File: src/hw/rtl/v3alu_pkg.sv
package v3alu_pkg;

  localparam int unsigned FracBits = 16;
  localparam int unsigned DataW    = 32;
  localparam int unsigned RegW     = 31;
  localparam int unsigned NumRegs  = 2;

  // Division is signed 49-bit by 32-bit, one quotient bit per cell.
  localparam int unsigned DivNumW  = DataW + FracBits + 1;
  localparam int unsigned DivCells = DivNumW;
  // Square root of a 66-bit sum of squares, one result bit per cell.
  localparam int unsigned SqW      = 66;
  localparam int unsigned SqrtCells = SqW / 2;
  localparam int unsigned SqrtRootW = SqrtCells + 1;

  localparam int unsigned CmdW = 4;

  typedef enum logic [CmdW-1:0] {
    CmdAdd    = 4'd0,
    CmdSub    = 4'd1,
    CmdNeg    = 4'd2,
    CmdScale  = 4'd3,
    CmdDiv    = 4'd4,
    CmdDot    = 4'd5,
    CmdCross  = 4'd6,
    CmdLenSq  = 4'd7,
    CmdMag    = 4'd8,
    CmdNorm   = 4'd9,
    CmdEq     = 4'd10,
    CmdNeq    = 4'd11
  } cmd_e;

  typedef enum logic {
    RegEqTol   = 1'b0,
    RegZeroThr = 1'b1
  } reg_e;

  typedef logic signed [DataW-1:0] word_t;

  // One result transaction as it leaves the front stages.
  typedef struct packed {
    word_t rx;
    word_t ry;
    word_t rz;
    word_t sc;
    logic  cmp;
    logic  err;
  } res_t;

  // Per-lane divider job carried through the cell chain.
  typedef struct packed {
    logic                      neg;
    logic [DivNumW-1:0]        rem;
    logic [DivNumW-1:0]        num;
    logic [DivNumW-1:0]        quo;
    logic [DataW-1:0]          den;
    logic                      dz;
    logic                      zero_num;
    logic                      num_pos;
  } div_lane_t;

  function automatic word_t sat32(input logic signed [67:0] v);
    if (v > 68'sd2147483647) begin
      return word_t'(32'h7fffffff);
    end else if (v < -68'sd2147483648) begin
      return word_t'(32'h80000000);
    end else begin
      return v[DataW-1:0];
    end
  endfunction

  function automatic logic ovf32(input logic signed [67:0] v);
    return (v > 68'sd2147483647) || (v < -68'sd2147483648);
  endfunction

  // Round to nearest (ties up) and drop the fraction.
  function automatic logic signed [67:0] rnd(input logic signed [67:0] v);
    logic signed [67:0] t;
    t = v + (68'sd1 <<< (FracBits - 1));
    return t >>> FracBits;
  endfunction

endpackage

File: src/hw/rtl/v3alu_sqrt_cell.sv
module v3alu_sqrt_cell (
  input  logic                                   clk_i,
  input  logic                                   en_i,
  input  logic [v3alu_pkg::SqW-1:0]              rem_i,
  input  logic [v3alu_pkg::SqW-1:0]              rad_i,
  input  logic [v3alu_pkg::SqrtRootW-1:0]        root_i,
  output logic [v3alu_pkg::SqW-1:0]              rem_o,
  output logic [v3alu_pkg::SqW-1:0]              rad_o,
  output logic [v3alu_pkg::SqrtRootW-1:0]        root_o
);

  logic [v3alu_pkg::SqW-1:0]       rem_d, rad_d, rem_q, rad_q, cur;
  logic [v3alu_pkg::SqW-1:0]       tst;
  logic [v3alu_pkg::SqrtRootW-1:0] root_d, root_q;

  // Bring down two radicand bits, try 4r+1.
  always_comb begin
    cur   = {rem_i[v3alu_pkg::SqW-3:0], rad_i[v3alu_pkg::SqW-1 -: 2]};
    tst   = {{(v3alu_pkg::SqW-v3alu_pkg::SqrtRootW-2){1'b0}}, root_i, 2'b01};
    rad_d = {rad_i[v3alu_pkg::SqW-3:0], 2'b00};
    if (cur >= tst) begin
      rem_d  = cur - tst;
      root_d = {root_i[v3alu_pkg::SqrtRootW-2:0], 1'b1};
    end else begin
      rem_d  = cur;
      root_d = {root_i[v3alu_pkg::SqrtRootW-2:0], 1'b0};
    end
  end

  always_ff @(posedge clk_i) begin
    if (en_i) begin
      rem_q  <= rem_d;
      rad_q  <= rad_d;
      root_q <= root_d;
    end
  end

  assign rem_o  = rem_q;
  assign rad_o  = rad_q;
  assign root_o = root_q;

endmodule

File: config.mk
export PLATFORM = sky130hd
export DESIGN_NAME = v3alu_sqrt_cell
export DESIGN_NICKNAME = d
export VERILOG_FILES = /design/src/hw/rtl/v3alu_pkg.sv /design/src/hw/rtl/v3alu_sqrt_cell.sv
export SDC_FILE = /design/constraint.sdc
export NUM_CORES = 1
export LEC_CHECK = 0
export ABC_AREA = 0
export BUFFER_PORTS_ARGS = -buffer_cell sky130_fd_sc_hd__clkbuf_2
export CORE_ASPECT_RATIO = 1.5
export CORE_MARGIN = 4
export CORE_UTILIZATION = 51
export CTS_BUF_LIST = sky130_fd_sc_hd__clkbuf_4
export DETAILED_ROUTE_END_ITERATION = 16
export GPL_TIMING_DRIVEN = 0
export PLACE_DENSITY = 0.85
export SLEW_MARGIN = 20
export SYNTH_ARGS = -nofsm -noshare
export SYNTH_HDL_FRONTEND = slang
export SYNTH_SLANG_ARGS = --single-unit
export TNS_END_PERCENT = 5
File: constraint.sdc
create_clock -name clk_i -period 3.16 [get_ports clk_i]
set_input_delay 0.316 -clock clk_i [delete_from_list [all_inputs] [get_ports clk_i]]
set_output_delay 0.316 -clock clk_i [all_outputs]
set_load 0.02 [all_outputs]
==> flow_metrics.py, run 1 <==
metrics = {
    "final_layout": {
        "fillCellCount": 1077,
        "final_net_count": 1391,
        "final_cell_count_no_fill": 1408,
        "post-route-cell-area_sq_um": 11900,
        "post_route_cells_drive_above_1_share_pct": 33.92,
        "syn2layout_area_growth_pct": 38.71,
    },
    "floorplan": {
        "io-pin-count": 334,
        "start_util_pct": 52.55,
        "core_footprint_sq_um": 16330,
        "die_h_um": 166.9,
        "die-width_um": 113.9,
        "fp.dieArea_sq_um": 19010,
        "rows": 57,
    },
    "sta": {
        "setup-violations-final": 0,
        "clock.fmax_mhz": 324.0,
        "final.setup.worst_slack_ns": 0.07344,
        "tns_setup_ns": 0,
        "timing.final.hold_violations": 0,
        "setup_repair_after_global_routing_missed_its_margin": "yes",
        "timing.final.crit_share_pct": 97.68,
        "max-slew-margin-rel_pct": 37.10,
        "transition_time_of_the_tightest_slew_check_pin_ns": 0.9198,
        "timing.final.crit_period_ns": 3.087,
        "report.final.slew_viol_count": 0,
    },
    "synthesis": {
        "synth.lib_cells_used.distinct": 74,
        "synth.ff_latch_count": 164,
        "netlist_top_cells_count": "sky130_fd_sc_hd__edfxtp_1 (164), sky130_fd_sc_hd__nand2_1 (70), sky130_fd_sc_hd__inv_1 (47), sky130_fd_sc_hd__a21oi_1 (40), sky130_fd_sc_hd__nor2_1 (40)",
        "synth.top_cell.area_share_pct": 57.38,
        "synth_largest_area_cell": "sky130_fd_sc_hd__edfxtp_1",
        "synth.yosys.seq_area_share_pct": 57.38,
        "yosys-top-cells-area": "sky130_fd_sc_hd__edfxtp_1 (57%), sky130_fd_sc_hd__ha_1 (5.2%), sky130_fd_sc_hd__xnor2_1 (3.3%), sky130_fd_sc_hd__nand2_1 (3.1%), sky130_fd_sc_hd__xor2_1 (2.6%)",
        "netlist_instances": 736,
        "avgSynthCellArea_sq_um": 11.66,
        "synth_async_sr_flop_share_pct": 0,
        "dominant_cell_by_count_in_the_synthesized_netlist": "sky130_fd_sc_hd__edfxtp_1",
        "yosysWarnings": 0,
        "synthesis.area_sq_um": 8582,
        "synth_edf_count": 164,
        "dominantRegCellSynth": "sky130_fd_sc_hd__edfxtp_1",
    },
    "detailed_routing": {
        "postRouteAntennaNets": 0,
        "drt_drc_violations_left": 0,
        "viasPerCell": 5.739,
        "detailroute.via_count": 8081,
        "firstDrtPassIters": 5,
        "wire_per_inst_um": 21.44,
        "postRouteWirelength_um": 30190,
        "drt_iter0_markers": 699,
    },
    "pwr": {
        "vdd.ir_drop.worst_uv": 274.4,
        "static-leakage-power_nw": 5.047,
        "pwr_density_cell_nw_per_um2": 457.8,
        "p_total_mw": 5.450,
    },
    "grt": {
        "grt_first_pass_wirelength_um": 44460,
        "via_count_of_the_first_global_routing_pass": 8202,
        "grt_antenna_before_repair": 2,
        "globalRoute.totalOverflow": 0,
        "global_route.usage.total_pct": 30.60,
        "grt_max_degree": 86,
    },
    "place": {
        "port_buffers": 327,
        "post_dp_hpwl_um": 20670,
        "finalWeightedCongestion": 0.9154,
        "place_area_sq_um": 10520,
        "setup_slack_placement_ns": -0.4930,
        "place.detailed.instances": 1271,
    },
    "clock_network": {
        "clock_path_buffers": 2,
        "clock_edge_transition_at_the_registers_on_the_reported_setup_and_hold_paths_ns": 0.17,
        "htreeDepth": 4,
        "cts_tree": "built",
        "tritoncts.num_buffers": 17,
        "clock_root_buffer": "sky130_fd_sc_hd__clkbuf_4",
        "clock_sinks": 164,
    },
    "critical_path": {
        "worstSetupEndpointType": "flip-flop",
        "timing.critical_path.arrival_ns": 3.42,
        "cp_max_fo": 10,
        "cp.required_ns": 3.49,
        "setup.worst_path.class": "in -> reg",
        "start_kind": "primary input",
    },
    "hold_path": {
        "worst_min_delay_path_category": "in -> reg",
    },
    "run_status": {
        "status": "finished clean",
    },
    "flow_run": {
        "timing.max_cap.violations": 0,
    },
}
==> flip-flops by register name, summed over array words and instances, names as in the netlist <==
name and count:
rad_o 64, rem_o 66, root_o 34
==> layer usage <==
| metal | wire [um] | track usage, % | part of all wire, % | vias up |
|---|---|---|---|---|
| met5 | 0 | 0 | 0 | - |
| met4 | 1732 | 16.23 | 5.7 | 0 |
| met3 | 2536 | 7.223 | 8.4 | 125 |
| met2 | 16200 | 57.07 | 54 | 464 |
| met1 | 9718 | 30.73 | 32 | 3796 |
| li1 | - | - | - | 3696 |
==> layout make-up <==
type                       instances  area [sq um]  area share, %
antenna                            2         5.005        0.04204
buffer                            31         165.2          1.387
clock buffer                      17         127.6          1.072
clock inverter                    15         158.9          1.335
inverter                          48         180.2          1.514
multi-input combinational        494          3386          28.44
sequential                       164          4925          41.37
tap                              206         257.7          2.165
timing repair buffer             431          2699          22.67
==> final timing paths <==
path                  startpoint                  end  slack (ns)  cells past startpoint
worst max-delay path  root_i[19]  rem_o[31]$_DFFE_PP_        0.07                     11
worst min-delay path   rem_i[12]  rem_o[14]$_DFFE_PP_        0.04                      3
==> stage by stage <==
stage	utilization (%)	hold slack, ns
3_5_place_dp	64.39	0.4946
4_1_cts	72.15	0.006541
2_1_floorplan	-	0.4149
6_report	72.89	0.04125
3_3_place_gp	64.17	0.4925
5_1_grt	72.87	0.003190
==> critical path: stages <==
cell and delay, ns:
sky130_fd_sc_hd__dlygate4sd3_1 0.52, sky130_fd_sc_hd__clkbuf_2 0.11, sky130_fd_sc_hd__inv_1 0.04, sky130_fd_sc_hd__ha_2 0.38
sky130_fd_sc_hd__nand4_1 0.19, sky130_fd_sc_hd__or4_1 0.45, sky130_fd_sc_hd__o221a_1 0.31, sky130_fd_sc_hd__o21ai_1 0.16
sky130_fd_sc_hd__a31oi_4 0.19, sky130_fd_sc_hd__buf_6 0.25, sky130_fd_sc_hd__o41ai_1 0.49
==> what timing repair did <==
action                                  CTS  global route
endpoints found under the setup margin    0            22
endpoints found under the hold margin    98             3
hold buffers                             98             3
gates resized for setup                   0            11
buffers inserted                          0             2
==> placed cells by master, fill, tap and decap left out, drive strengths merged, types with 10 or more instances in the layout <==
master,instances
clkbuf,356
edfxtp,164
dlygate4sd3,101
nand2,70
o21ai,58
inv,56
nor2,41
a21oi,40
ha,36
xnor2,32
xor2,25
buf,22
nor3,20
nand4,20
nand3,19
a21o,10
nor4,10
==> cells by family (layout without fill, tap and decap cells) <==
logic type	Yosys count	in the layout	synth area share (%)
AND/OR/NAND/NOR	220	220	13.50
AO/OA/AOI/OAI	176	176	13.65
flip-flops	164	164	57.38
buffers and inverters	79	542	3.980
XOR/XNOR	57	57	5.817
adder cells (fa/ha/maj)	36	36	5.249
multiplexers	3	3	0.3791
other	1	4	0.04370
==> where the power goes <==
| group | leakage [nW] | switching (mW) | internal [mW] |
|---|---|---|---|
| Sequential | 1.61 | 0.0730 | 2.65 |
| Clock | 0.149 | 0.919 | 0.362 |
| Combinational | 3.29 | 0.913 | 0.534 |
| Total | 5.05 | 1.90 | 3.55 |
(Power assumes the default switching activity.)
==> inputs of run 2 (changes only) <==
- CAP_MARGIN: default -> 5
- SETUP_SLACK_MARGIN: default -> 0.5
==> flow_metrics.py, run 2 (same netlist as run 1, synthesis figures left out) <==
metrics = {
    "run_status": {
        "status": "finished clean",
    },
    "grt": {
        "grt_first_pass_wirelength_um": 45390,
        "grt_max_degree": 67,
        "globalRoute.totalOverflow": 0,
        "global_route.usage.total_pct": 30.89,
        "grt_antenna_before_repair": 5,
        "via_count_of_the_first_global_routing_pass": 8424,
    },
    "sta": {
        "timing.final.hold_violations": 0,
        "max-slew-margin-rel_pct": 49.32,
        "clock.fmax_mhz": 371.1,
        "timing.final.crit_share_pct": 85.27,
        "fin_worst_hold_slack_ns": 0.04324,
        "final.setup.worst_slack_ns": 0.4654,
        "transition_time_of_the_tightest_slew_check_pin_ns": 0.7522,
        "setup_repair_after_global_routing_missed_its_margin": "yes",
        "timing.final.crit_period_ns": 2.695,
        "setup-violations-final": 0,
        "report.final.slew_viol_count": 0,
    },
    "final_layout": {
        "post_route_cells_drive_above_1_share_pct": 36.41,
        "layout.cells.most_common_list": "sky130_fd_sc_hd__clkbuf_2 (330), sky130_fd_sc_hd__edfxtp_1 (164), sky130_fd_sc_hd__dlygate4sd3_1 (97)",
        "fillCellCount": 1072,
        "most_frequent_standard_cell_in_the_layout_excluding_fill_and_tap_cells": "sky130_fd_sc_hd__clkbuf_2",
        "final_net_count": 1394,
        "post-route-cell-area_sq_um": 12170,
        "largest_register_ff_count": 66,
        "syn2layout_area_growth_pct": 41.77,
    },
    "floorplan": {
        "start_util_pct": 52.55,
        "die_h_um": 166.9,
        "rows": 57,
        "die-width_um": 113.9,
        "fp.dieArea_sq_um": 19010,
        "core_footprint_sq_um": 16330,
        "io-pin-count": 334,
    },
    "place": {
        "port_buffers": 327,
        "place_area_sq_um": 10660,
        "setup_slack_placement_ns": -0.4123,
        "finalWeightedCongestion": 0.9053,
        "post_dp_hpwl_um": 21330,
    },
    "detailed_routing": {
        "postRouteAntennaNets": 0,
        "firstDrtPassIters": 7,
        "postRouteWirelength_um": 31030,
        "detailroute.via_count": 8280,
        "viasPerCell": 5.864,
        "drt_iter0_markers": 727,
        "wire_per_inst_um": 21.98,
        "drt_drc_violations_left": 0,
    },
    "critical_path": {
        "crit_cells": 12,
        "setup.worst_path.class": "in -> reg",
        "timing.critical_path.buf_inv": 4,
        "cpMaxStageDelayCell": "sky130_fd_sc_hd__a2111oi_1",
        "crit_path_start": "root_i[18]",
        "ordered_list_of_cells_on_the_worst_path": "clkbuf_2 -> inv_1 -> ha_1 -> clkbuf_2 -> a21oi_1 -> inv_1 -> a31oi_1 -> o31ai_1 -> o21ai_0 -> nand2_1 -> a2111oi_1 -> xor2_1",
        "cp_max_fo": 8,
        "start_kind": "primary input",
        "cp.required_ns": 3.44,
        "crit_family": "compound AO/OA/AOI/OAI gates",
        "crit_end": "rem_o[65]$_DFFE_PP_",
        "timing.critical_path.arrival_ns": 2.97,
        "cp_slowest_stage_delay_ns": 0.54,
        "worstSetupEndpointType": "flip-flop",
    },
    "clock_network": {
        "tritoncts.num_buffers": 17,
        "clock_sinks": 164,
        "cts_tree": "built",
        "clock_path_buffers": 2,
        "clock_edge_transition_at_the_registers_on_the_reported_setup_and_hold_paths_ns": 0.18,
        "htreeDepth": 4,
        "clock_root_buffer": "sky130_fd_sc_hd__clkbuf_4",
    },
    "hold_path": {
        "hp-start": "rem_i[27]",
        "worst_min_delay_path_category": "in -> reg",
    },
    "flow_run": {
        "timing.max_cap.violations": 0,
    },
    "pwr": {
        "pwr_density_cell_nw_per_um2": 466.6,
        "vdd.ir_drop.worst_uv": 301.1,
        "static-leakage-power_nw": 5.172,
    },
}
[run 2: repair_timing]
action | CTS | global route
setup endpoints to repair | 49 | 58
hold endpoints to repair | 97 | 0
cloned | 0 | 1
pin swaps | 4 | 5
resized for setup | 7 | 23
buffers inserted | 5 | 2
hold buffers | 97 | 0
[run 2: power by group]
group	internal, mW	leakage, nW	switching, mW
clock	0.524	0.169	0.924
sequential	2.65	1.61	0.0711
combinational	0.567	3.40	0.943
total	3.74	5.17	1.94
[run 2: how the worst min path moves through the flow]
stage	endpoint	slack, ns	depth (start not counted)
floorplan	rad_o[10]$_DFFE_PP_	0.41	0
global placement	rad_o[56]$_DFFE_PP_	0.49	1
detailed placement	rad_o[42]$_DFFE_PP_	0.49	1
CTS	rem_o[29]$_DFFE_PP_	0.02	3
global route	rem_o[30]$_DFFE_PP_	0.03	3
finish	rem_o[29]$_DFFE_PP_	0.04	3
[run 2: tightest hold or removal path: stages]
cell and delay, ns:
sky130_fd_sc_hd__clkbuf_2 0.09, sky130_fd_sc_hd__nand2_1 0.04, sky130_fd_sc_hd__o21ai_1 0.06
[run 2: layout make-up]
type / count / area (sq um) / area share [%]
antenna: 3 / 7.507 / 0.06170
clock buffer: 18 / 135.1 / 1.111
sequential: 164 / 4925 / 40.48
inverter: 48 / 180.2 / 1.481
tap: 206 / 257.7 / 2.118
timing repair buffer: 433 / 2728 / 22.42
buffer: 31 / 197.7 / 1.625
multi-input combinational: 495 / 3546 / 29.14
clock inverter: 14 / 190.2 / 1.563
[run 2: per-stage QoR]
stage,TNS [ns],utilization (%),cells,power (mW)
after CTS,0,73.64,1406,5.597
after global routing,0,74.50,1412,5.888
after global placement,-87.10,64.87,1270,4.052
after floorplan,0,-,737,3.544
final,0,74.50,1412,5.677
after detailed placement,-10.23,65.26,1272,4.090
[run 2: routing by layer]
metal / part of all wire, % / wire length, um / vias up / track usage, %
li1: - / - / 3695 / -
met1: 32 / 9948 / 3894 / 31.63
met2: 53 / 16370 / 543 / 56.91
met3: 10 / 3101 / 144 / 8.203
met4: 5.1 / 1590 / 4 / 15.14
met5: 0.084 / 26 / - / 0
