==> src/hw/rtl/v3alu_pkg.sv <==
package v3alu_pkg;

  localparam int unsigned FracBits = 16;
  localparam int unsigned DataW    = 32;
  localparam int unsigned RegW     = 31;
  localparam int unsigned NumRegs  = 2;

  // Division is signed 49-bit by 32-bit, one quotient bit per cell.
  localparam int unsigned DivNumW  = DataW + FracBits + 1;
  localparam int unsigned DivCells = DivNumW;
  // Square root of a 66-bit sum of squares, one result bit per cell.
  localparam int unsigned SqW      = 66;
  localparam int unsigned SqrtCells = SqW / 2;
  localparam int unsigned SqrtRootW = SqrtCells + 1;

  localparam int unsigned CmdW = 4;

  typedef enum logic [CmdW-1:0] {
    CmdAdd    = 4'd0,
    CmdSub    = 4'd1,
    CmdNeg    = 4'd2,
    CmdScale  = 4'd3,
    CmdDiv    = 4'd4,
    CmdDot    = 4'd5,
    CmdCross  = 4'd6,
    CmdLenSq  = 4'd7,
    CmdMag    = 4'd8,
    CmdNorm   = 4'd9,
    CmdEq     = 4'd10,
    CmdNeq    = 4'd11
  } cmd_e;

  typedef enum logic {
    RegEqTol   = 1'b0,
    RegZeroThr = 1'b1
  } reg_e;

  typedef logic signed [DataW-1:0] word_t;

  // One result transaction as it leaves the front stages.
  typedef struct packed {
    word_t rx;
    word_t ry;
    word_t rz;
    word_t sc;
    logic  cmp;
    logic  err;
  } res_t;

  // Per-lane divider job carried through the cell chain.
  typedef struct packed {
    logic                      neg;
    logic [DivNumW-1:0]        rem;
    logic [DivNumW-1:0]        num;
    logic [DivNumW-1:0]        quo;
    logic [DataW-1:0]          den;
    logic                      dz;
    logic                      zero_num;
    logic                      num_pos;
  } div_lane_t;

  function automatic word_t sat32(input logic signed [67:0] v);
    if (v > 68'sd2147483647) begin
      return word_t'(32'h7fffffff);
    end else if (v < -68'sd2147483648) begin
      return word_t'(32'h80000000);
    end else begin
      return v[DataW-1:0];
    end
  endfunction

  function automatic logic ovf32(input logic signed [67:0] v);
    return (v > 68'sd2147483647) || (v < -68'sd2147483648);
  endfunction

  // Round to nearest (ties up) and drop the fraction.
  function automatic logic signed [67:0] rnd(input logic signed [67:0] v);
    logic signed [67:0] t;
    t = v + (68'sd1 <<< (FracBits - 1));
    return t >>> FracBits;
  endfunction

endpackage

==> src/hw/rtl/v3alu_div_cell.sv <==
module v3alu_div_cell (
  input  logic                                        clk_i,
  input  logic                                        en_i,
  input  v3alu_pkg::div_lane_t [2:0]                  lane_i,
  input  v3alu_pkg::res_t                             res_i,
  input  logic [v3alu_pkg::CmdW-1:0]                  cmd_i,
  output v3alu_pkg::div_lane_t [2:0]                  lane_o,
  output v3alu_pkg::res_t                             res_o,
  output logic [v3alu_pkg::CmdW-1:0]                  cmd_o
);

  v3alu_pkg::div_lane_t [2:0] lane_d, lane_q;
  logic [v3alu_pkg::DivNumW:0] trial [3];

  // Restoring step: shift in the next numerator bit, subtract if it fits.
  always_comb begin
    for (int l = 0; l < 3; l++) begin
      lane_d[l] = lane_i[l];
      trial[l]  = {lane_i[l].rem, lane_i[l].num[v3alu_pkg::DivNumW-1]}
                  - {{(v3alu_pkg::DivNumW-v3alu_pkg::DataW+1){1'b0}}, lane_i[l].den};
      lane_d[l].num = {lane_i[l].num[v3alu_pkg::DivNumW-2:0], 1'b0};
      if (!trial[l][v3alu_pkg::DivNumW]) begin
        lane_d[l].rem = trial[l][v3alu_pkg::DivNumW-1:0];
        lane_d[l].quo = {lane_i[l].quo[v3alu_pkg::DivNumW-2:0], 1'b1};
      end else begin
        lane_d[l].rem = {lane_i[l].rem[v3alu_pkg::DivNumW-2:0],
                         lane_i[l].num[v3alu_pkg::DivNumW-1]};
        lane_d[l].quo = {lane_i[l].quo[v3alu_pkg::DivNumW-2:0], 1'b0};
      end
    end
  end

  v3alu_pkg::res_t           res_q;
  logic [v3alu_pkg::CmdW-1:0] cmd_q;

  always_ff @(posedge clk_i) begin
    if (en_i) begin
      lane_q <= lane_d;
      res_q  <= res_i;
      cmd_q  <= cmd_i;
    end
  end

  assign lane_o = lane_q;
  assign res_o  = res_q;
  assign cmd_o  = cmd_q;

endmodule

==> config.mk <==
export PLATFORM = sky130hd
export DESIGN_NAME = v3alu_div_cell
export DESIGN_NICKNAME = d
export VERILOG_FILES = /design/src/hw/rtl/v3alu_pkg.sv /design/src/hw/rtl/v3alu_div_cell.sv
export SDC_FILE = /design/constraint.sdc
export NUM_CORES = 1
export LEC_CHECK = 0
export ABC_CLOCK_PERIOD_IN_PS = 3400
export BUFFER_PORTS_ARGS = -buffer_cell sky130_fd_sc_hd__buf_2
export CAP_MARGIN = 20
export CORE_AREA = 2 2 535 537
export DETAILED_ROUTE_END_ITERATION = 10
export DIE_AREA = 0 0 537 539
export PLACE_DENSITY = 0.3
export RECOVER_POWER = 100
export SYNTH_ARGS = -nofsm -noshare
export SYNTH_HDL_FRONTEND = slang
export SYNTH_SLANG_ARGS = --single-unit
export TNS_END_PERCENT = 1
==> constraint.sdc <==
create_clock -name clk_i -period 3.4 [get_ports clk_i]
set_input_delay 0.34 -clock clk_i [delete_from_list [all_inputs] [get_ports clk_i]]
set_output_delay 0.34 -clock clk_i [all_outputs]
set_load 0.01 [all_outputs]
==> results of run 1 <==
## worst max-delay path, delay by kind of cell
family / cells / cell delay (ns)
adder cells (fa/ha/maj): 1 / 0.34
multiplexers: 1 / 0.28
XOR/XNOR: 1 / 0.15
buffers and inverters: 5 / 1.11
AO/OA/AOI/OAI: 7 / 1.68
## repair_timing
action / in CTS / in global routing
setup endpoints to repair: 0 / 91
hold buffers: 677 / 0
gates resized for setup: 0 / 12
endpoints found under the hold margin: 696 / 0
buffers inserted: 0 / 2
## final cells by class
cell class              instances  share of cell area
flip-flops and latches        680               0.399
repair buffers               2343               0.292
multi-input cells            1076               0.147
well taps                    3762              0.0919
clock buffers                 114              0.0482
clock inverters                50              0.0122
inverters                     123             0.00902
diodes                         16            0.000782
## power by group
part	total (mW)	switching, mW	internal, mW
clock network	10.3	4.20	6.15
logic	4.71	2.77	1.95
registers	10.4	0.279	10.1
## kinds of logic (layout without fill, tap and decap cells)
logic type               count (synthesis)  after routing  synth area share
flip-flops                             680            680             0.715
XOR/XNOR                               141            141            0.0438
multiplexers                            32             32            0.0126
other                                    1             19          0.000131
AND/OR/NAND/NOR                        425            425            0.0750
buffers and inverters                  169           2630            0.0238
adder cells (fa/ha/maj)                 99             99            0.0442
AO/OA/AOI/OAI                          376            376            0.0852
## state kept, by name (all words and copies together), names as in the netlist
signal / count
cmd_o: 4
res_o: 130
lane_o: 546
## path summary, 6_finish.rpt
check	end	cells after the start	startpoint	slack [ns]
setup / recovery	lane_o[156]	15	lane_i[6]	0.01
hold / removal	lane_o[166]	4	lane_i[181]	0.11
## per-layer routing
layer	up-vias	global-route usage	wire, um
met5	-	0	124
met4	18	0.0237	4230
met3	240	0.0423	16600
met2	1136	0.214	89300
met1	12700	0.138	72100
li1	12100	-	-
## through the flow
step / util / hold slack [ns] / area, um^2 / std cells / power (mW)
after global placement: 0.150 / 0.517 / 42500 / 7305 / 14.9
after detailed placement: 0.150 / 0.518 / 42500 / 7305 / 14.9
after floorplan: - / 0.439 / 28600 / 1925 / 11.9
after CTS: 0.185 / 0.0123 / 52400 / 8146 / 26.3
after global routing: 0.180 / 0.0947 / 51200 / 8157 / 26.7
final: 0.180 / 0.108 / 51200 / 8164 / 25.4
## cell usage in the layout (no fill, tap or decap), types with 8 or more instances in the layout
master	instances
sky130_fd_sc_hd__nand2b_1	11
sky130_fd_sc_hd__dlygate4sd3_1	677
sky130_fd_sc_hd__bufinv_16	13
sky130_fd_sc_hd__edfxtp_1	680
sky130_fd_sc_hd__buf_4	265
sky130_fd_sc_hd__a21oi_1	100
sky130_fd_sc_hd__a21o_1	36
sky130_fd_sc_hd__o2111ai_1	8
sky130_fd_sc_hd__nor2_1	87
sky130_fd_sc_hd__clkbuf_16	96
sky130_fd_sc_hd__clkinv_1	14
sky130_fd_sc_hd__ha_1	95
sky130_fd_sc_hd__o21ai_1	27
sky130_fd_sc_hd__diode_2	16
sky130_fd_sc_hd__nand4_1	31
sky130_fd_sc_hd__buf_2	524
sky130_fd_sc_hd__mux2_2	27
sky130_fd_sc_hd__xor2_1	58
sky130_fd_sc_hd__o21a_1	11
sky130_fd_sc_hd__inv_1	121
sky130_fd_sc_hd__o211ai_1	10
sky130_fd_sc_hd__or3_1	11
sky130_fd_sc_hd__nor4_1	12
sky130_fd_sc_hd__buf_12	14
sky130_fd_sc_hd__clkinv_2	13
sky130_fd_sc_hd__o21ai_0	91
sky130_fd_sc_hd__clkbuf_1	867
sky130_fd_sc_hd__and3_1	15
sky130_fd_sc_hd__nand2_1	147
sky130_fd_sc_hd__nor2b_1	14
sky130_fd_sc_hd__nor3_1	30
sky130_fd_sc_hd__o21bai_1	10
sky130_fd_sc_hd__a31oi_1	10
sky130_fd_sc_hd__nand3_1	22
sky130_fd_sc_hd__xnor2_1	80
==> impl_metrics.csv, run 1 <==
group,metric,value,unit
detailed_routing,routedWlPerCell,22.3,um
die,std_cell_rows,196,
cells_and_area,area_growth_syn_to_layout,79.3,%
detailed_routing,detailedRoute.firstIterationViolations,1622,
detailed_routing,viasPerCell,3.21,
global_route,first_global_vias,27600,
synthesis,synthesis.instances,1923,
setup_path,setup.worst_path.start_class,"input pin",
clock_network,number_of_clock_buffers_inserted_by_tritoncts,96,
setup_path,critical_path.max_stage_delay,0.53,ns
hold_path,worst_hold_path_type,"in2reg",
synthesis,synth_top_area_share,0.715,
synthesis,number_of_library_cell_types_mapped_by_synthesis,87,
global_route,largest_net_degree_at_the_start_of_global_routing,71,
sta,fmax,295,MHz
detailed_routing,drt.antenna.violating_nets,0,
die,die_height,539,um
setup_path,timing.critical_path.cells,"dlygate4sd3_1 > clkbuf_1 > inv_1 > ha_1 > a21o_1 > a21oi_1 > buf_4 > a21oi_1 > a211o_1 > a31o_2 > a311oi_1 > buf_4 > o21bai_1 > xor2_1 > mux2_2",
placed_design,port-buffer-count,1361,
die,ioPinCount,1368,
detailed_routing,drt_drc_violations_left,0,
setup_path,crit_required,3.92,ns
die,chipWidth,537,um
synthesis,synth_edf_count,680,
pwr,leakage,19.2,nW
synthesis,synth_area_leaders,"sky130_fd_sc_hd__edfxtp_1, sky130_fd_sc_hd__ha_1, sky130_fd_sc_hd__xnor2_1, sky130_fd_sc_hd__nand2_1, sky130_fd_sc_hd__xor2_1",
die,starting_utilization_of_the_core_area,0.101,
clock_network,cts_tree,"built",
synthesis,post_synthesis_sequential_area_ratio,0.715,
clock_network,clock_tree_root_buffer_cell,"sky130_fd_sc_hd__clkbuf_16",
synthesis,yosysWarningCount,0,
run_status,failed_checks,"capacitance limit, slew limit",
die,core_area,0.284,mm^2
setup_path,critical_path_class,"in2reg",
synthesis,netlist_area_before_placement,0.0285,mm^2
synthesis,synth-async-reset-ratio,0,
cells_and_area,multi_input_area,0.00754,mm^2
sta,worstMarginPinSlew,1.69,ns
sta,setup_ws,0.0120,ns
sta,min_period_over_period,0.996,
placed_design,post-dp-hpwl,153000,um
synthesis,synth_top_cells_by_count,"sky130_fd_sc_hd__edfxtp_1, sky130_fd_sc_hd__nand2_1, sky130_fd_sc_hd__inv_1, sky130_fd_sc_hd__a21oi_1, sky130_fd_sc_hd__ha_1",
synthesis,largest_area_contributor_in_the_synthesized_netlist,"sky130_fd_sc_hd__edfxtp_1",
cells_and_area,layout.nets,5104,
detailed_routing,finalWirelength,182000,um
pwr,power.density_cell_area,497,mW/mm^2
sta,slew-limit-headroom,-0.126,
detailed_routing,drt_pass1_iterations,7,
clock_network,clkSinkCount,680,
global_route,grt_pass1_wl,239000,um
clock_network,cts_max_level,3,
global_route,grt_usage,0.120,
sta,rsz0062_at_grt,"yes",
placed_design,routabilityCongestion,0.848,
cells_and_area,regArea,0.0204,mm^2
sta,min_period,3.39,ns
detailed_routing,vias,26200,
die,die-area,0.289,mm^2
global_route,grt.overflow.total,0,
setup_path,critical-path-slowest-cell,"sky130_fd_sc_hd__dlygate4sd3_1",
synthesis,synth-seq-cells,680,
global_route,initial_antenna_violation_count,82,
setup_path,cp_data_arrival_time,3.91,ns
setup_path,worst_setup_path_end_kind,"flop",
sta,setup_violations,0,
synthesis,synth_top_flop_cell,"sky130_fd_sc_hd__edfxtp_1",
placed_design,pre_cts_slack,-0.381,ns
sta,final_max_slew_viol_count,44,
flow_run,max_cap_violations,1,
sta,final.setup.tns,0,ns
cells_and_area,num-fill-cells,31700,
clock_network,clk_pin_slew_worst_paths,0.06,ns
pwr,power.ir.vdd_worst,0.376,mV
sta,hold_violations,0,
clock_network,clock_tree.buffer_depth,4,
setup_path,path_max_fanout,3,
run_status,outcome,"finished with violations",
synthesis,syn_avg_cell_area,14.8,um^2
cells_and_area,drive_above_1_share,0.233,
synthesis,synth_most_common_cell,"sky130_fd_sc_hd__edfxtp_1",
No activity file was read; power rests on OpenSTA's default activity.
==> inputs of run 2 (changes only) <==
--- a/config.mk
+++ b/config.mk
@@ -5,12 +5,13 @@
 export SDC_FILE = /design/constraint.sdc
 export NUM_CORES = 1
 export LEC_CHECK = 0
+export ABC_AREA = 1
 export ABC_CLOCK_PERIOD_IN_PS = 3400
 export BUFFER_PORTS_ARGS = -buffer_cell sky130_fd_sc_hd__buf_2
 export CAP_MARGIN = 20
-export CORE_AREA = 2 2 535 537
+export CORE_AREA = 2 2 536 538
 export DETAILED_ROUTE_END_ITERATION = 10
-export DIE_AREA = 0 0 537 539
+export DIE_AREA = 0 0 538 540
 export PLACE_DENSITY = 0.3
 export RECOVER_POWER = 100
 export SYNTH_ARGS = -nofsm -noshare
==> run 2 against run 1 <==
The flow still finishes with violations (capacitance limit, slew limit). Die area rose by 0.37%. Sequential share of layout area fell by 2.1 points. Worst setup slack improved by 0.47 ns. Core utilization rose by 0.95 points. Synthesized area rose by 18%. Routed wire length rose by 8.1%.
==> impl_metrics.csv, run 2 <==
group,metric,value,unit
clock_network,number_of_gates_resized_after_cts,0,
synthesis,synth_top_area_share,0.608,
sta,hold_violations,0,
sta,setup_violations,0,
global_route,grt_pass1_wl,262000,um
detailed_routing,drt_pass1_iterations,5,
global_route,first_global_vias,33100,
clock_network,cts_tree,"built",
clock_network,post_cts.repair.setup_buffers,0,
detailed_routing,viasPerCell,3.35,
clock_network,clk_pin_slew_worst_paths,0.06,ns
global_route,grt_usage,0.129,
placed_design,routabilityCongestion,0.887,
cells_and_area,largest_reg_flops,546,
synthesis,synth-async-reset-ratio,0,
synthesis,synth_area_leaders,"sky130_fd_sc_hd__edfxtp_1, sky130_fd_sc_hd__nand2_1, sky130_fd_sc_hd__inv_1, sky130_fd_sc_hd__ha_1, sky130_fd_sc_hd__nor2_1",
global_route,initial_antenna_violation_count,51,
cells_and_area,layout.nets,6553,
synthesis,post_synthesis_sequential_area_ratio,0.608,
global_route,largest_net_degree_at_the_start_of_global_routing,80,
clock_network,clkSinkCount,680,
synthesis,synth_top_cells_by_count,"sky130_fd_sc_hd__nand2_1, sky130_fd_sc_hd__edfxtp_1, sky130_fd_sc_hd__inv_1, sky130_fd_sc_hd__nor2_1, sky130_fd_sc_hd__nand3_1",
hold_path,worst_hold_path_type,"in2reg",
cells_and_area,layout_common_cells,"sky130_fd_sc_hd__nand2_1, sky130_fd_sc_hd__clkbuf_1, sky130_fd_sc_hd__edfxtp_1",
setup_path,path_max_fanout,33,
setup_path,setup.worst_path.start_class,"input pin",
synthesis,syn_avg_cell_area,9.32,um^2
die,ioPinCount,1368,
setup_path,crit_required,3.93,ns
synthesis,synth-seq-cells,680,
synthesis,synth_edf_count,680,
placed_design,post-dp-hpwl,167000,um
sta,final.setup.tns,0,ns
cells_and_area,post-route-util,0.190,
cells_and_area,layoutNonFillerInstCount,9630,
run_status,outcome,"finished with violations",
placed_design,port-buffer-count,1361,
sta,slew-limit-headroom,-0.00542,
synthesis,synth_top_flop_cell,"sky130_fd_sc_hd__edfxtp_1",
die,chipWidth,538,um
setup_path,critical_path_class,"in2reg",
detailed_routing,drt_drc_violations_left,0,
die,starting_utilization_of_the_core_area,0.118,
pwr,leakage,23.2,nW
sta,final_max_slew_viol_count,18,
cells_and_area,area_growth_syn_to_layout,60.7,%
flow_run,max_cap_violations,1,
sta,rsz0062_at_grt,"no",
synthesis,synth_most_common_cell,"sky130_fd_sc_hd__nand2_1",
clock_network,number_of_clock_buffers_inserted_by_tritoncts,96,
detailed_routing,drt.antenna.violating_nets,0,
global_route,grt.overflow.total,0,
die,die_height,540,um
setup_path,worst_setup_path_end_kind,"flop",
synthesis,largest_area_contributor_in_the_synthesized_netlist,"sky130_fd_sc_hd__edfxtp_1",
detailed_routing,finalWirelength,197000,um
sta,min_period,2.91,ns
sta,worstMarginPinSlew,1.51,ns
synthesis,synthesis.instances,3606,
sta,min_period_over_period,0.857,
placed_design,pre_cts_slack,0.407,ns
setup_path,cp_data_arrival_time,3.45,ns
clock_network,hold_buffers,678,
detailed_routing,detailedRoute.firstIterationViolations,1787,
cells_and_area,post-route-cell-area,0.0540,mm^2
clock_network,cts_max_level,3,
pwr,power.ir.vdd_worst,0.356,mV
sta,setup_ws,0.485,ns
cells_and_area,layout_commonest_cell,"sky130_fd_sc_hd__nand2_1",
die,std_cell_rows,196,
run_status,failed_checks,"capacitance limit, slew limit",
synthesis,netlist_area_before_placement,0.0336,mm^2
die,core_area,0.284,mm^2
clock_network,clock_tree_root_buffer_cell,"sky130_fd_sc_hd__clkbuf_16",
placed_design,placed_cells,8755,
placed_design,post_dp_cell_area,0.0455,mm^2
detailed_routing,vias,32200,
synthesis,yosysWarningCount,0,
detailed_routing,routedWlPerCell,20.5,um
synthesis,number_of_library_cell_types_mapped_by_synthesis,31,
clock_network,clock_tree.buffer_depth,4,
pwr,power.density_cell_area,464,mW/mm^2
cells_and_area,drive_above_1_share,0.135,
sta,fmax,343,MHz
die,die-area,0.291,mm^2
[run 2: logic make-up after synthesis]
kind of cell	count (synthesis)	synth area share
other cells	1	0.000112
xor+xnor	78	0.0203
fa+ha+maj	99	0.0375
simple gates	2020	0.246
flops	680	0.608
compound gates	58	0.00886
buf+inv	670	0.0790
[run 2: area by class of cell]
| type | count | area [um^2] |
|---|---|---|
| fillers | 32400 | 230000 |
| diodes | 27 | 67.6 |
| repair buffers | 2096 | 13000 |
| well taps | 3762 | 4710 |
| flip-flops and latches | 680 | 20400 |
| clock inverters | 57 | 487 |
| multi-input cells | 2258 | 10500 |
| clock buffers | 113 | 2490 |
| inverters | 637 | 2390 |
[run 2: path summary, 6_finish.rpt]
check | startpoint | endpoint | slack (ns) | depth (start not counted)
setup / recovery | lane_i[31] | lane_o[155] | 0.49 | 17
hold / removal | lane_i[364] | lane_o[360] | 0.14 | 5
[run 2: stage by stage]
step	power [mW]	hold slack, ns
final	25.0	0.139
after global routing	26.4	0.160
after CTS	25.9	0.0545
after detailed placement	15.0	0.518
after global placement	15.0	0.516
after floorplan	12.3	0.439
[run 2: routing by layer]
layer / up-vias / global-route usage / share of wire
li1: 15700 / - / -
met1: 15100 / 0.157 / 0.42
met4: 12 / 0.0318 / 0.026
met3: 197 / 0.0316 / 0.074
met5: - / 0 / 0.00041
met2: 1157 / 0.227 / 0.48
[run 2: worst max-delay path: stages]
cell	delay, ns
sky130_fd_sc_hd__dlygate4sd3_1	0.52
sky130_fd_sc_hd__clkbuf_1	0.31
sky130_fd_sc_hd__inv_1	0.10
sky130_fd_sc_hd__ha_1	0.44
sky130_fd_sc_hd__nand2_1	0.18
sky130_fd_sc_hd__inv_1	0.07
sky130_fd_sc_hd__nand2_1	0.07
sky130_fd_sc_hd__nand3_1	0.07
sky130_fd_sc_hd__nand2_1	0.08
sky130_fd_sc_hd__nand3_1	0.09
sky130_fd_sc_hd__nor2_1	0.19
sky130_fd_sc_hd__nand2_1	0.11
sky130_fd_sc_hd__nand2_1	0.07
sky130_fd_sc_hd__nand2_1	0.32
sky130_fd_sc_hd__buf_12	0.31
sky130_fd_sc_hd__nand2_1	0.10
sky130_fd_sc_hd__nand2_1	0.06
[run 2: power by group]
group / internal, mW / total [mW] / switching [mW] / leakage (nW)
clock: 5.67 / 9.85 / 4.17 / 1.43
sequential: 10.1 / 10.4 / 0.266 / 6.65
combinational: 1.68 / 4.84 / 3.17 / 15.1
